`src/fcf_pkg.sv`:
```
`default_nettype none
package fcf_pkg;

	// Width of the frame length field taken from the frame header.
	localparam int LEN_BITS = 10;
	// Width of the chunk_limit register.
	localparam int LIMIT_BITS = 10;
	// Width used to compare a frame length against the chunk limit.
	localparam int CMP_BITS = (LEN_BITS > LIMIT_BITS) ? LEN_BITS : LIMIT_BITS;

	localparam logic [LIMIT_BITS-1:0] LIMIT_RESET = LIMIT_BITS'(251);
	localparam logic [15:0] CHUNK_FLAG = 16'h0400;
	localparam logic [15:0] CRC_INIT = 16'hFFFF;
	localparam logic [15:0] CRC_POLY = 16'h1021;

	localparam logic [1:0] KIND_HDR  = 2'd0;
	localparam logic [1:0] KIND_DATA = 2'd1;
	localparam logic [1:0] KIND_CRC  = 2'd2;

	localparam int QUEUE_DEPTH = 4;
	localparam int QPTR_BITS = $clog2(QUEUE_DEPTH);

	// One unit of work handed from the front end to the back end.
	typedef struct packed {
		logic        hdr_en;
		logic [15:0] hdr;
		logic        data_en;
		logic [7:0]  data;
		logic        crc_en;
	} job_t;

	// CRC-16/CCITT-FALSE over one byte, MSB first.
	function automatic logic [15:0] crc_byte(input logic [15:0] crc_in, input logic [7:0] b);
		logic [15:0] c;
		c = crc_in ^ {b, 8'h00};
		for (int i = 0; i < 8; i++) begin
			if (c[15]) begin
				c = {c[14:0], 1'b0} ^ CRC_POLY;
			end else begin
				c = {c[14:0], 1'b0};
			end
		end
		return c;
	endfunction

endpackage
`default_nettype wire

```
`src/fcf_in_if.sv`:
```
`default_nettype none
interface fcf_in_if;
	logic       valid;
	logic       ready;
	logic [7:0] image_byte;

	modport source (output valid, output image_byte, input ready);
	modport sink (input valid, input image_byte, output ready);
endinterface
`default_nettype wire

```
`src/fcf_out_if.sv`:
```
`default_nettype none
interface fcf_out_if;
	logic       valid;
	logic       ready;
	logic [7:0] out_byte;
	logic [1:0] byte_kind;
	logic       chunk_end;
	logic       last_result;

	modport source (output valid, output out_byte, output byte_kind, output chunk_end,
		output last_result, input ready);
	modport sink (input valid, input out_byte, input byte_kind, input chunk_end,
		input last_result, output ready);
endinterface
`default_nettype wire

```
`src/fcf_cfg_if.sv`:
```
`default_nettype none
interface fcf_cfg_if;
	logic       valid;
	logic       ready;
	logic [9:0] chunk_limit;

	modport source (output valid, output chunk_limit, input ready);
	modport sink (input valid, input chunk_limit, output ready);
endinterface
`default_nettype wire

```
`src/fcf_front.sv`:
```
`default_nettype none
module fcf_front
	import fcf_pkg::*;
(
	input  wire logic clk,
	input  wire logic arst_n,
	fcf_in_if.sink    image,
	fcf_cfg_if.sink   cfg,
	input  wire logic q_full,
	output logic      push,
	output job_t      push_job
);

	localparam logic [1:0] PH_HDR_HI  = 2'd0;
	localparam logic [1:0] PH_HDR_LO  = 2'd1;
	localparam logic [1:0] PH_PAYLOAD = 2'd2;

	logic [1:0]            phase_q;
	logic [7:0]            hdr_hi_q;
	logic [LEN_BITS-1:0]   frame_left_q;
	logic [LEN_BITS-1:0]   chunk_left_q;
	logic [LIMIT_BITS-1:0] limit_q;

	logic                  accept;
	logic [LEN_BITS-1:0]   hdr_len;
	logic [LIMIT_BITS-1:0] lim;
	logic                  more;
	logic                  new_chunk;
	logic [LEN_BITS-1:0]   cl_new;
	logic [LEN_BITS-1:0]   cl_after;
	logic [LEN_BITS-1:0]   fl_after;

	assign cfg.ready   = 1'b1;
	assign image.ready = !q_full;
	assign accept      = image.valid && !q_full;

	assign hdr_len   = LEN_BITS'({hdr_hi_q, image.image_byte});
	assign lim       = (limit_q == '0) ? LIMIT_BITS'(1) : limit_q;
	assign more      = CMP_BITS'(frame_left_q) > CMP_BITS'(lim);
	assign new_chunk = (chunk_left_q == '0);
	// When the limit wins it is below the frame length, so it fits the length width.
	assign cl_new    = more ? LEN_BITS'(lim) : frame_left_q;
	assign cl_after  = (new_chunk ? cl_new : chunk_left_q) - LEN_BITS'(1);
	assign fl_after  = frame_left_q - LEN_BITS'(1);

	always_comb begin
		push     = 1'b0;
		push_job = '0;
		case (phase_q)
			PH_HDR_LO: begin
				if (hdr_len == '0) begin
					push            = accept;
					push_job.hdr_en = 1'b1;
					push_job.crc_en = 1'b1;
				end
			end
			PH_PAYLOAD: begin
				push             = accept;
				push_job.hdr_en  = new_chunk;
				push_job.hdr     = (more ? CHUNK_FLAG : 16'h0000) | 16'(cl_new);
				push_job.data_en = 1'b1;
				push_job.data    = image.image_byte;
				push_job.crc_en  = (cl_after == '0);
			end
			default: begin
				push = 1'b0;
			end
		endcase
	end

	always_ff @(posedge clk or negedge arst_n) begin
		if (!arst_n) begin
			limit_q <= LIMIT_RESET;
		end else if (cfg.valid) begin
			limit_q <= cfg.chunk_limit;
		end
	end

	always_ff @(posedge clk or negedge arst_n) begin
		if (!arst_n) begin
			phase_q      <= PH_HDR_HI;
			hdr_hi_q     <= '0;
			frame_left_q <= '0;
			chunk_left_q <= '0;
		end else if (accept) begin
			case (phase_q)
				PH_HDR_HI: begin
					hdr_hi_q <= image.image_byte;
					phase_q  <= PH_HDR_LO;
				end
				PH_HDR_LO: begin
					frame_left_q <= hdr_len;
					chunk_left_q <= '0;
					phase_q      <= (hdr_len == '0) ? PH_HDR_HI : PH_PAYLOAD;
				end
				PH_PAYLOAD: begin
					chunk_left_q <= cl_after;
					frame_left_q <= fl_after;
					if (cl_after == '0 && fl_after == '0) begin
						phase_q <= PH_HDR_HI;
					end
				end
				default: begin
					phase_q <= PH_HDR_HI;
				end
			endcase
		end
	end

endmodule
`default_nettype wire

```
`src/fcf_queue.sv`:
```
`default_nettype none
module fcf_queue
	import fcf_pkg::*;
(
	input  wire logic clk,
	input  wire logic arst_n,
	input  wire logic push,
	input  job_t      push_job,
	input  wire logic pop,
	output logic      full,
	output logic      head_valid,
	output job_t      head_job
);

	job_t                 slot_q [QUEUE_DEPTH];
	logic [QPTR_BITS-1:0] wr_ptr_q;
	logic [QPTR_BITS-1:0] rd_ptr_q;
	logic [QPTR_BITS:0]   count_q;

	assign full       = (count_q == (QPTR_BITS+1)'(QUEUE_DEPTH));
	assign head_valid = (count_q != '0);
	assign head_job   = slot_q[rd_ptr_q];

	always_ff @(posedge clk) begin
		if (push) begin
			slot_q[wr_ptr_q] <= push_job;
		end
	end

	always_ff @(posedge clk or negedge arst_n) begin
		if (!arst_n) begin
			wr_ptr_q <= '0;
			rd_ptr_q <= '0;
			count_q  <= '0;
		end else begin
			if (push) begin
				wr_ptr_q <= wr_ptr_q + QPTR_BITS'(1);
			end
			if (pop) begin
				rd_ptr_q <= rd_ptr_q + QPTR_BITS'(1);
			end
			if (push && !pop) begin
				count_q <= count_q + (QPTR_BITS+1)'(1);
			end else if (pop && !push) begin
				count_q <= count_q - (QPTR_BITS+1)'(1);
			end
		end
	end

endmodule
`default_nettype wire

```
`src/fcf_back.sv`:
```
`default_nettype none
module fcf_back
	import fcf_pkg::*;
(
	input  wire logic clk,
	input  wire logic arst_n,
	input  wire logic head_valid,
	input  job_t      head_job,
	output logic      pop,
	fcf_out_if.source chunk
);

	localparam logic [2:0] ST_HDR_HI = 3'd0;
	localparam logic [2:0] ST_HDR_LO = 3'd1;
	localparam logic [2:0] ST_DATA   = 3'd2;
	localparam logic [2:0] ST_CRC_HI = 3'd3;
	localparam logic [2:0] ST_CRC_LO = 3'd4;

	logic        started_q;
	logic [2:0]  step_q;
	logic [15:0] crc_q;
	logic        valid_q;
	logic [7:0]  byte_q;
	logic [1:0]  kind_q;
	logic        end_q;
	logic        last_q;

	logic        load;
	logic [2:0]  first_step;
	logic [2:0]  cur_step;
	logic [2:0]  next_step;
	logic        is_last;
	logic [7:0]  cur_byte;
	logic [1:0]  cur_kind;
	logic [15:0] crc_next;

	assign first_step = head_job.hdr_en ? ST_HDR_HI : (head_job.data_en ? ST_DATA : ST_CRC_HI);
	assign cur_step   = started_q ? step_q : first_step;
	assign load       = head_valid && (!valid_q || chunk.ready);
	assign pop        = load && is_last;

	always_comb begin
		next_step = ST_CRC_LO;
		is_last   = 1'b0;
		cur_byte  = head_job.data;
		cur_kind  = KIND_DATA;
		crc_next  = crc_q;
		case (cur_step)
			ST_HDR_HI: begin
				next_step = ST_HDR_LO;
				cur_byte  = head_job.hdr[15:8];
				cur_kind  = KIND_HDR;
				crc_next  = crc_byte(CRC_INIT, head_job.hdr[15:8]);
			end
			ST_HDR_LO: begin
				cur_byte = head_job.hdr[7:0];
				cur_kind = KIND_HDR;
				crc_next = crc_byte(crc_q, head_job.hdr[7:0]);
				if (head_job.data_en) begin
					next_step = ST_DATA;
				end else if (head_job.crc_en) begin
					next_step = ST_CRC_HI;
				end else begin
					is_last = 1'b1;
				end
			end
			ST_DATA: begin
				crc_next = crc_byte(crc_q, head_job.data);
				if (head_job.crc_en) begin
					next_step = ST_CRC_HI;
				end else begin
					is_last = 1'b1;
				end
			end
			ST_CRC_HI: begin
				next_step = ST_CRC_LO;
				cur_byte  = crc_q[15:8];
				cur_kind  = KIND_CRC;
			end
			default: begin
				is_last  = 1'b1;
				cur_byte = crc_q[7:0];
				cur_kind = KIND_CRC;
			end
		endcase
	end

	always_ff @(posedge clk or negedge arst_n) begin
		if (!arst_n) begin
			started_q <= 1'b0;
			step_q    <= ST_HDR_HI;
			crc_q     <= CRC_INIT;
			valid_q   <= 1'b0;
		end else begin
			if (load) begin
				started_q <= !is_last;
				step_q    <= next_step;
				crc_q     <= crc_next;
				valid_q   <= 1'b1;
			end else if (chunk.ready) begin
				valid_q <= 1'b0;
			end
		end
	end

	always_ff @(posedge clk) begin
		if (load) begin
			byte_q <= cur_byte;
			kind_q <= cur_kind;
			end_q  <= (cur_step == ST_CRC_LO);
			last_q <= is_last;
		end
	end

	assign chunk.valid       = valid_q;
	assign chunk.out_byte    = byte_q;
	assign chunk.byte_kind   = kind_q;
	assign chunk.chunk_end   = end_q;
	assign chunk.last_result = last_q;

endmodule
`default_nettype wire

```
`src/firmware_chunk_framer_crc16.sv`:
```
// Firmware chunk framer. Image bytes enter on the image channel, one per
// transaction. Every frame starts with a two-byte big-endian header whose low
// ten bits give the payload length; the header produces no output unless the
// length is zero. The payload leaves on the chunk channel split into chunks of
// at most chunk_limit bytes, each sent as a two-byte header (0x0400 flag set
// when more chunks of the frame follow), the data bytes and a two-byte
// CRC-16/CCITT-FALSE over header and data. One input transaction produces
// zero to five output transactions; last_result marks the final one.
// The cfg channel writes chunk_limit (reset value 251, zero acts as one) and
// is always ready; write it only while the block is idle.
// The front end takes one image byte per cycle, unless the queue is full, and
// posts a work entry into a four-entry queue; the back end drains that queue
// at one output byte per cycle while the receiver is ready, through a
// registered output stage. Sustained rate is one byte per cycle, set by the
// single output byte lane; chunk edges add up to four extra bytes that the
// queue absorbs, and image.ready drops only while it is full. When the
// receiver stalls, the output register holds its byte, the queue fills and
// then input is back-pressured. Reset clears all parsing state and the queue,
// and returns chunk_limit to 251.
`default_nettype none
module firmware_chunk_framer_crc16
	import fcf_pkg::*;
(
	input  wire logic clk,
	input  wire logic arst_n,
	fcf_in_if.sink    image,
	fcf_cfg_if.sink   cfg,
	fcf_out_if.source chunk
);

	logic q_full;
	logic push;
	job_t push_job;
	logic pop;
	logic head_valid;
	job_t head_job;

	// Front end: header parsing, chunk splitting and work classification.
	fcf_front u_front (
		.clk      (clk),
		.arst_n   (arst_n),
		.image    (image),
		.cfg      (cfg),
		.q_full   (q_full),
		.push     (push),
		.push_job (push_job)
	);

	// Work queue that decouples input acceptance from output bursts.
	fcf_queue u_queue (
		.clk        (clk),
		.arst_n     (arst_n),
		.push       (push),
		.push_job   (push_job),
		.pop        (pop),
		.full       (q_full),
		.head_valid (head_valid),
		.head_job   (head_job)
	);

	// Back end: byte serializer with the running CRC.
	fcf_back u_back (
		.clk        (clk),
		.arst_n     (arst_n),
		.head_valid (head_valid),
		.head_job   (head_job),
		.pop        (pop),
		.chunk      (chunk)
	);

endmodule
`default_nettype wire
```
`src/flat_wrapper.sv`:
```
// flat-port wrapper written by rule: the top's interface ports become plain ports
module firmware_chunk_framer_crc16_flat import fcf_pkg::*;
  (clk, arst_n, image_valid, image_image_byte, image_ready, cfg_valid, cfg_chunk_limit, cfg_ready, chunk_valid, chunk_out_byte, chunk_byte_kind, chunk_chunk_end, chunk_last_result, chunk_ready);
  fcf_in_if image_i ();
  fcf_cfg_if cfg_i ();
  fcf_out_if chunk_i ();
  input  wire logic clk;
  input  wire logic arst_n;
  input wire logic [$bits(image_i.valid)-1:0] image_valid;
  input wire logic [$bits(image_i.image_byte)-1:0] image_image_byte;
  output wire logic [$bits(image_i.ready)-1:0] image_ready;
  input wire logic [$bits(cfg_i.valid)-1:0] cfg_valid;
  input wire logic [$bits(cfg_i.chunk_limit)-1:0] cfg_chunk_limit;
  output wire logic [$bits(cfg_i.ready)-1:0] cfg_ready;
  output wire logic [$bits(chunk_i.valid)-1:0] chunk_valid;
  output wire logic [$bits(chunk_i.out_byte)-1:0] chunk_out_byte;
  output wire logic [$bits(chunk_i.byte_kind)-1:0] chunk_byte_kind;
  output wire logic [$bits(chunk_i.chunk_end)-1:0] chunk_chunk_end;
  output wire logic [$bits(chunk_i.last_result)-1:0] chunk_last_result;
  input wire logic [$bits(chunk_i.ready)-1:0] chunk_ready;
  assign image_i.valid = image_valid;
  assign image_i.image_byte = image_image_byte;
  assign image_ready = image_i.ready;
  assign cfg_i.valid = cfg_valid;
  assign cfg_i.chunk_limit = cfg_chunk_limit;
  assign cfg_ready = cfg_i.ready;
  assign chunk_valid = chunk_i.valid;
  assign chunk_out_byte = chunk_i.out_byte;
  assign chunk_byte_kind = chunk_i.byte_kind;
  assign chunk_chunk_end = chunk_i.chunk_end;
  assign chunk_last_result = chunk_i.last_result;
  assign chunk_i.ready = chunk_ready;
  firmware_chunk_framer_crc16 u_core (.clk(clk), .arst_n(arst_n), .image(image_i), .cfg(cfg_i), .chunk(chunk_i));
endmodule
```
`config.mk`:
```
export PLATFORM = sky130hd
export DESIGN_NAME = firmware_chunk_framer_crc16_flat
export DESIGN_NICKNAME = d
export VERILOG_FILES = /design/src/fcf_pkg.sv /design/src/fcf_in_if.sv /design/src/fcf_out_if.sv /design/src/fcf_cfg_if.sv /design/src/fcf_front.sv /design/src/fcf_queue.sv /design/src/fcf_back.sv /design/src/firmware_chunk_framer_crc16.sv /design/src/flat_wrapper.sv
export SDC_FILE = /design/constraint.sdc
export NUM_CORES = 1
export LEC_CHECK = 0
export BUFFER_PORTS_ARGS = -buffer_cell sky130_fd_sc_hd__buf_2
export CAP_MARGIN = 5
export CORE_AREA = 10 10 132 134
export CTS_BUF_LIST = sky130_fd_sc_hd__clkbuf_8
export DETAILED_ROUTE_END_ITERATION = 12
export DIE_AREA = 0 0 142 144
export PLACE_DENSITY = 0.78
export SLEW_MARGIN = 5
export SYNTH_ARGS = -nofsm -noshare
export SYNTH_HDL_FRONTEND = slang
export SYNTH_SLANG_ARGS = --single-unit
```
`constraint.sdc`:
```
create_clock -name clk -period 4.3 [get_ports clk]
set_clock_uncertainty 0.05 [all_clocks]
set_input_delay 0.86 -clock clk [delete_from_list [all_inputs] [get_ports clk]]
set_output_delay 0.86 -clock clk [all_outputs]
set_load 0.005 [all_outputs]
```
==> impl_metrics.yaml, run 1 <==
status:
  status: "finished, final reports clean"
clocking:
  insertion_delay_ns: 0.45
  clock-root-buffer: "clkbuf_8"
  clock_path_buffers: 2
  clk_pin_slew_ns: 0.08
  cts_hold_buf: 0
  numCtsBuffers: 17
  h-tree-depth: 4
  cts.sinks: 162
  tritoncts: "built"
finish:
  drive_gt1_share_pct: 22.0
  instances_no_fill: 962
  area.sequential_um2: 4580
  final_nets: 807
  n_fill_cell: 1160
  area.growth.synth_to_final_pct: 11.1
  n_antenna_cell: 0
  multi_input_area_um2: 3580
die:
  chipHeight_um: 144
  initial_core_util_pct: 56.5
  rows: 45
  boundaryPins: 38
  die_area_um2: 20400
  die_width_um: 142
  coreArea_um2: 14900
synthesis:
  syn_avg_cell_area_um2: 11.8
  synth_enable_flop_cells: 100
  netlist.area_leader.share_pct: 35.7
  synthArstFlopShare_pct: 38.3
  syn_area_um2: 8410
  synth.area.top_cells: "edfxtp_1 36%, dfrtp_1 12%, dfstp_2 7.2%"
  synth_top_area_cell: "edfxtp_1"
  ys_types: 77
  synth_nets: 756
  yosys_warnings: 0
  yosysMostFrequentCell: "edfxtp_1"
  synthFlopType: "edfxtp_1"
  yosys-top-cells-count: "100 x edfxtp_1, 61 x nand2_1, 52 x a21oi_1"
  seq_area_frac_synth_pct: 54.5
  synthesis.instances: 710
  ys_ff_latch: 162
place:
  port_buffers: 36
  dpl.hpwl_um: 14600
  place_congestion: 0.925
  place_inst: 928
grt:
  grt.busiest_layer: "met2"
  use_met2_pct: 35.2
  antenna_found_initial: 0
  grtUsageMet3_pct: 4.20
  grt_pass1_vias: 6157
  grt_pass1_wl_um: 32400
  grtUsageTotal_pct: 20.2
  gr-total-overflow: 0
  grt_max_degree: 63
  grt_use_met1_pct: 23.6
setup_path:
  r2r_cells: 14
  path_max_fanout: 8
  worstReg2RegEnd: "u_core.u_front.phase_q[1]"
  required_ns: 4.60
  crit_type: "flip-flop to flip-flop"
  cp-end-kind: "flip-flop"
  crit_arrival_ns: 4.41
  reg2reg_from: "u_core.u_front.limit_q[8]"
  worstSetupStartpointType: "flip-flop"
  r2r_setup_slack_ns: 0.19
min_path:
  hold-path-endpoint: "u_core.u_front.chunk_left_q[8]"
  hp-start: "u_core.u_front.chunk_left_q[8]"
  hold_path_depth: 2
  hp-class: "flip-flop to flip-flop"
timing:
  timing.fmax_mhz: 243
  hold_ws_ns: 0.480
  fin_tns_setup_ns: 0
  fin_crit_ns: 4.11
  hold_viol: 0
  period_share_pct: 95.6
  worstMarginPinSlew_ns: 0.866
  maxSlewHeadroom_pct: 42.3
  rsz0062_at_grt: "false"
  setup_viol: 0
  final_max_slew_viol_count: 0
route:
  drt.antenna.violating_nets: 0
  vias_per_cell: 6.30
  drc_errors: 0
  wl_per_cell_um: 21.1
  initialDrtViolationCount: 476
  drt_first_pass_iters: 8
  drt_wl_total_um: 20300
  dr_total_vias: 6059
run:
  maxCapViolCount: 0
[cells by family after synthesis]
logic type	share of synthesized area [%]
buf+inv	3.11
mux	7.99
simple gates	11.1
other cells	0.0446
compound gates	14.6
xor+xnor	5.11
fa+ha+maj	3.51
flops	54.5
[what timing repair did]
item,4_1_cts,5_1_grt
buffers inserted,0,2
gates resized for setup,0,5
endpoints found under the setup margin,0,8
[stage by stage]
stage / worst slack [ns] / cell area (µm²) / util (%)
6_report: 0.188 / 9340 / 62.8
2_1_floorplan: 0.209 / 8410 / -
3_5_place_dp: 0.0436 / 8890 / 59.8
4_1_cts: 0.0202 / 9300 / 62.6
3_3_place_gp: 0.159 / 8890 / 59.8
5_1_grt: 0.0171 / 9340 / 62.8
[sequential cells by signal (all words and copies together), names as in the netlist]
| register | count |
|---|---|
| u_core.u_front.frame_left_q | 10 |
| u_core.u_front.chunk_left_q | 10 |
| u_core.u_back.chunk.chunk_end | 1 |
| u_core.u_front.limit_q | 10 |
| u_core.u_queue.slot_q | 88 |
| u_core.u_back.chunk.last_result | 1 |
| u_core.u_back.chunk.byte_kind | 2 |
| u_core.u_back.step_q | 3 |
| u_core.u_queue.rd_ptr_q | 2 |
| u_core.u_queue.count_q | 3 |
| u_core.u_front.hdr_hi_q | 2 |
| u_core.u_front.phase_q | 2 |
| u_core.u_queue.wr_ptr_q | 2 |
| u_core.u_back.crc_q | 16 |
| u_core.u_back.chunk.valid | 1 |
| u_core.u_back.chunk.out_byte | 8 |
| u_core.u_back.started_q | 1 |
[critical path: stages (launching register included)]
cell	delay, ns
dfrtp_1	0.41
nor4_2	0.31
a31o_2	0.25
ha_1	0.16
inv_1	0.04
a21o_1	0.21
a211o_4	0.40
a211oi_2	0.25
a311oi_2	0.08
ha_2	0.23
or4_4	0.53
a2111oi_4	0.31
nor3_1	0.12
o41a_1	0.41
o31ai_1	0.23
[routing by layer]
layer	vias to the layer above	share of wire (%)	wire length, µm
li1	2749	-	-
met1	2997	40	8220
met2	265	51	10400
met3	48	5.9	1190
met4	0	2.8	568
met5	-	0	0
[layout make-up]
type / instances / share of cell area, %
Clock inverter: 15 / 1.93
Clock buffer: 17 / 2.51
Sequential cell: 162 / 49.1
Timing Repair Buffer: 66 / 4.34
Tap cell: 188 / 2.52
Multi-Input combinational cell: 483 / 38.4
Inverter: 31 / 1.25
[layout by cell type, fill, tap and decap left out, types with 16 or more instances in the layout]
master / count
nand2_1: 61
nor2_1: 49
clkbuf_8: 17
and2_1: 16
a21oi_1: 52
buf_4: 30
mux4_2: 22
xnor2_1: 35
dfstp_2: 23
o21ai_0: 45
edfxtp_1: 100
inv_1: 36
dfrtp_1: 39
buf_2: 36
ha_1: 21
[how the worst max path moves through the flow]
stage                               from                        end  slack, ns  cells past startpoint
6_report       u_core.u_front.limit_q[8]  u_core.u_front.phase_q[1]       0.19                     14
5_1_grt        u_core.u_front.limit_q[8]  u_core.u_front.phase_q[1]       0.02                     14
4_1_cts        u_core.u_front.limit_q[8]  u_core.u_front.phase_q[1]       0.02                     14
3_5_place_dp   u_core.u_front.limit_q[8]  u_core.u_front.phase_q[1]       0.04                     14
3_3_place_gp   u_core.u_front.limit_q[8]  u_core.u_front.phase_q[1]       0.16                     14
2_1_floorplan  u_core.u_front.limit_q[8]  u_core.u_front.phase_q[1]       0.21                     15
Power of run 1 is left out: the tool's default activity adds up to more than one toggle a clock period on the data nets, which glitch-free logic cannot reach.
==> run 2: changes to the inputs <==
--- a/config.mk
+++ b/config.mk
@@ -7,12 +7,12 @@
 export LEC_CHECK = 0
 export BUFFER_PORTS_ARGS = -buffer_cell sky130_fd_sc_hd__buf_2
 export CAP_MARGIN = 5
-export CORE_AREA = 10 10 132 134
+export CORE_AREA = 10 10 167 169
 export CTS_BUF_LIST = sky130_fd_sc_hd__clkbuf_8
 export DETAILED_ROUTE_END_ITERATION = 12
-export DIE_AREA = 0 0 142 144
-export PLACE_DENSITY = 0.78
+export DIE_AREA = 0 0 177 179
 export SLEW_MARGIN = 5
 export SYNTH_ARGS = -nofsm -noshare
 export SYNTH_HDL_FRONTEND = slang
+export SYNTH_HIERARCHICAL = 1
 export SYNTH_SLANG_ARGS = --single-unit
==> run 2 against run 1 <==
Net effect:
- register-to-register slack gained 0.04 ns
- non-clock buffer count decreased by 4
- worst hold slack worse by 0.039 ns
- area after synthesis increased by 12%
- critical path depth grew 3
- sequential share of layout area rose by 1.0 points
- highest routed layer unchanged
==> impl_metrics.yaml, run 2 <==
status:
  status: "finished, final reports clean"
die:
  coreArea_um2: 24700
  rows: 58
  initial_core_util_pct: 38.0
  die_area_um2: 31700
  die_width_um: 177
  boundaryPins: 38
  chipHeight_um: 179
setup_path:
  reg2reg_from: "u_core/u_front/limit_q[5]"
  worstSetupStartpointType: "flip-flop"
  r2r_setup_slack_ns: 0.23
  r2r_cells: 17
  cp-end-kind: "flip-flop"
  required_ns: 4.60
  crit_arrival_ns: 4.37
  crit_type: "flip-flop to flip-flop"
  worstReg2RegEnd: "u_core/u_front/phase_q[0]"
  path_max_fanout: 5
grt:
  grtUsageTotal_pct: 14.1
  grt_pass1_vias: 6371
  antenna_found_initial: 0
  grt_pass1_wl_um: 34700
  grt_max_degree: 39
  gr-total-overflow: 0
finish:
  reg.largest.list: "u_core/u_queue/slot_q: 108 flops, u_core/u_back/crc_q: 16 flops"
  regMostFlops: "u_core/u_queue/slot_q"
  final_nets: 843
  layout_commonest_cell: "edfxtp_1"
  fin_util_pct: 41.8
  area.growth.synth_to_final_pct: 10.1
  drive_gt1_share_pct: 21.4
  instances_no_fill: 1140
  largest_reg_flops: 108
  n_antenna_cell: 0
  final_cell_mix: "120 x edfxtp_1, 62 x nand2_1, 57 x nor2_1, 43 x o21ai_0, 38 x dfrtp_1"
place:
  place_congestion: 0.936
  place_inst: 1108
  port_buffers: 36
  place_ws_ns: 0.0424
  dpl.hpwl_um: 15300
synthesis:
  synthArstFlopShare_pct: 34.1
  synth.area.top_cells: "edfxtp_1 38%, dfrtp_1 10%, dfstp_2 6.4%"
  yosys-top-cells-count: "120 x edfxtp_1, 62 x nand2_1, 57 x nor2_1"
  seq_area_frac_synth_pct: 55.1
  ys_types: 87
  synth_enable_flop_cells: 120
  synthesis.instances: 759
  synth_top_area_cell: "edfxtp_1"
  netlist.area_leader.share_pct: 38.3
  ys_ff_latch: 182
  syn_area_um2: 9400
  yosys_warnings: 6
  yosysMostFrequentCell: "edfxtp_1"
  synthFlopType: "edfxtp_1"
  syn_avg_cell_area_um2: 12.4
min_path:
  hold_path_depth: 1
  hp-start: "u_core/u_queue/count_q[2]"
  hp-class: "flip-flop to flip-flop"
  hold-path-endpoint: "u_core/u_queue/count_q[2]"
clocking:
  tritoncts: "built"
  clk_pin_slew_ns: 0.10
  clock-root-buffer: "clkbuf_8"
  h-tree-depth: 4
  cts.sinks: 182
  insertion_delay_ns: 0.46
  numCtsBuffers: 17
  cts_hold_buf: 0
  cts_setup_buffers: 0
  clock_path_buffers: 2
timing:
  setup_ws_ns: 0.228
  timing.fmax_mhz: 246
  final_max_slew_viol_count: 0
  period_share_pct: 94.7
  fin_crit_ns: 4.07
  rsz0062_at_grt: "false"
  fin_tns_setup_ns: 0
  hold_viol: 0
  worstMarginPinSlew_ns: 1.03
  maxSlewHeadroom_pct: 31.2
  setup_viol: 0
power_and_ir_drop:
  p_per_area_nw_per_um2: 847
  p_int_uw: 5000
  p_sw_share_pct: 42.9
  ir_drop_mv: 0.389
  pwr-share-clk_pct: 14.6
  power_uw: 8760
  combPwrFrac_pct: 54.0
  p_leak_uw: 0.00377
  p_switching_uw: 3760
  p_seq_share_pct: 31.4
route:
  drt_wl_total_um: 21900
  dr_total_vias: 6204
  drt.antenna.violating_nets: 0
  vias_per_cell: 5.44
  drt_first_pass_iters: 5
  initialDrtViolationCount: 531
  drc_errors: 0
  wl_per_cell_um: 19.2
run:
  maxCapViolCount: 0
-- run 2: final cells by class --
type / instances / area [µm²]
Inverter: 26 / 97.6
Tap cell: 330 / 413
Sequential cell: 182 / 5180
Clock inverter: 15 / 206
Timing Repair Buffer: 62 / 375
Multi-Input combinational cell: 508 / 3840
Fill cell: 2317 / 14400
Clock buffer: 17 / 234
-- run 2: metal layers --
metal | share of wire (%) | up-vias | track usage [%]
met5 | 0 | - | 0
met4 | 1.9 | 0 | 4.41
met3 | 4.9 | 29 | 3.24
met2 | 48 | 187 | 23.0
met1 | 45 | 3097 | 18.1
li1 | - | 2891 | -
-- run 2: what timing repair did --
item	4_1_cts	5_1_grt
gates resized for setup	0	4
hold endpoints to repair	0	0
setup endpoints to repair	0	6
-- run 2: worst max-delay path, stage by stage (launching register included) --
cell and delay, ns:
dfstp_2 0.40, nor3_1 0.26, a41oi_1 0.23, inv_1 0.12, ha_1 0.15, nor2b_1 0.05
o211a_4 0.25, or3_1 0.46, nand3_1 0.19, a21oi_2 0.09, nor2_1 0.16, ha_1 0.24
inv_1 0.07, nor3_1 0.25, o2111ai_1 0.20, a211oi_2 0.28, a31o_4 0.21, mux2_4 0.29
-- run 2: cells by family (layout without fill, tap and decap cells) --
family | count (synthesis) | in the layout | share of synthesized area [%]
and+or+nand+nor | 211 | 211 | 11.3
DFF | 182 | 182 | 55.1
AOI/OAI and AO/OA | 160 | 160 | 11.4
buffers and inverters | 73 | 120 | 4.26
xor gates and xnor gates | 61 | 61 | 5.83
muxes | 47 | 47 | 8.78
adders and majority gates | 23 | 23 | 3.14
other | 2 | 6 | 0.0799
-- run 2: stage by stage --
stage	cell area [µm²]	hold slack (ns)
6_report	10300	0.442
3_3_place_gp	9900	0.419
2_1_floorplan	9420	0.399
4_1_cts	10300	0.442
5_1_grt	10300	0.467
3_5_place_dp	9900	0.428
-- run 2: power by group through the flow --
stage / Sequential, µW / Combinational (µW) / Clock (µW)
after global placement: 2790 / 4630 / 0
after floorplan: 2640 / 3740 / 0
after global routing: 2810 / 5160 / 1380
final: 2750 / 4730 / 1280
after detailed placement: 2790 / 4680 / 0
after CTS: 2750 / 4690 / 1310
-- run 2: how the worst max path moves through the flow --
stage | from | endpoint | slack, ns | depth (start not counted)
after floorplan | u_core/u_front/limit_q[5] | u_core/u_front/phase_q[0] | 0.60 | 17
after global placement | u_core/u_front/limit_q[7] | u_core/u_queue/slot_q[0][0] | 0.25 | 13
after detailed placement | u_core/u_front/limit_q[5] | u_core/u_queue/slot_q[0][0] | 0.04 | 16
after CTS | u_core/u_front/limit_q[5] | u_core/u_queue/slot_q[0][0] | 0.002 | 16
after global routing | u_core/u_front/limit_q[5] | u_core/u_front/phase_q[0] | 0.0002 | 17
final | u_core/u_front/limit_q[5] | u_core/u_front/phase_q[0] | 0.23 | 17
Note: power is estimated with default switching activity, not from simulation.
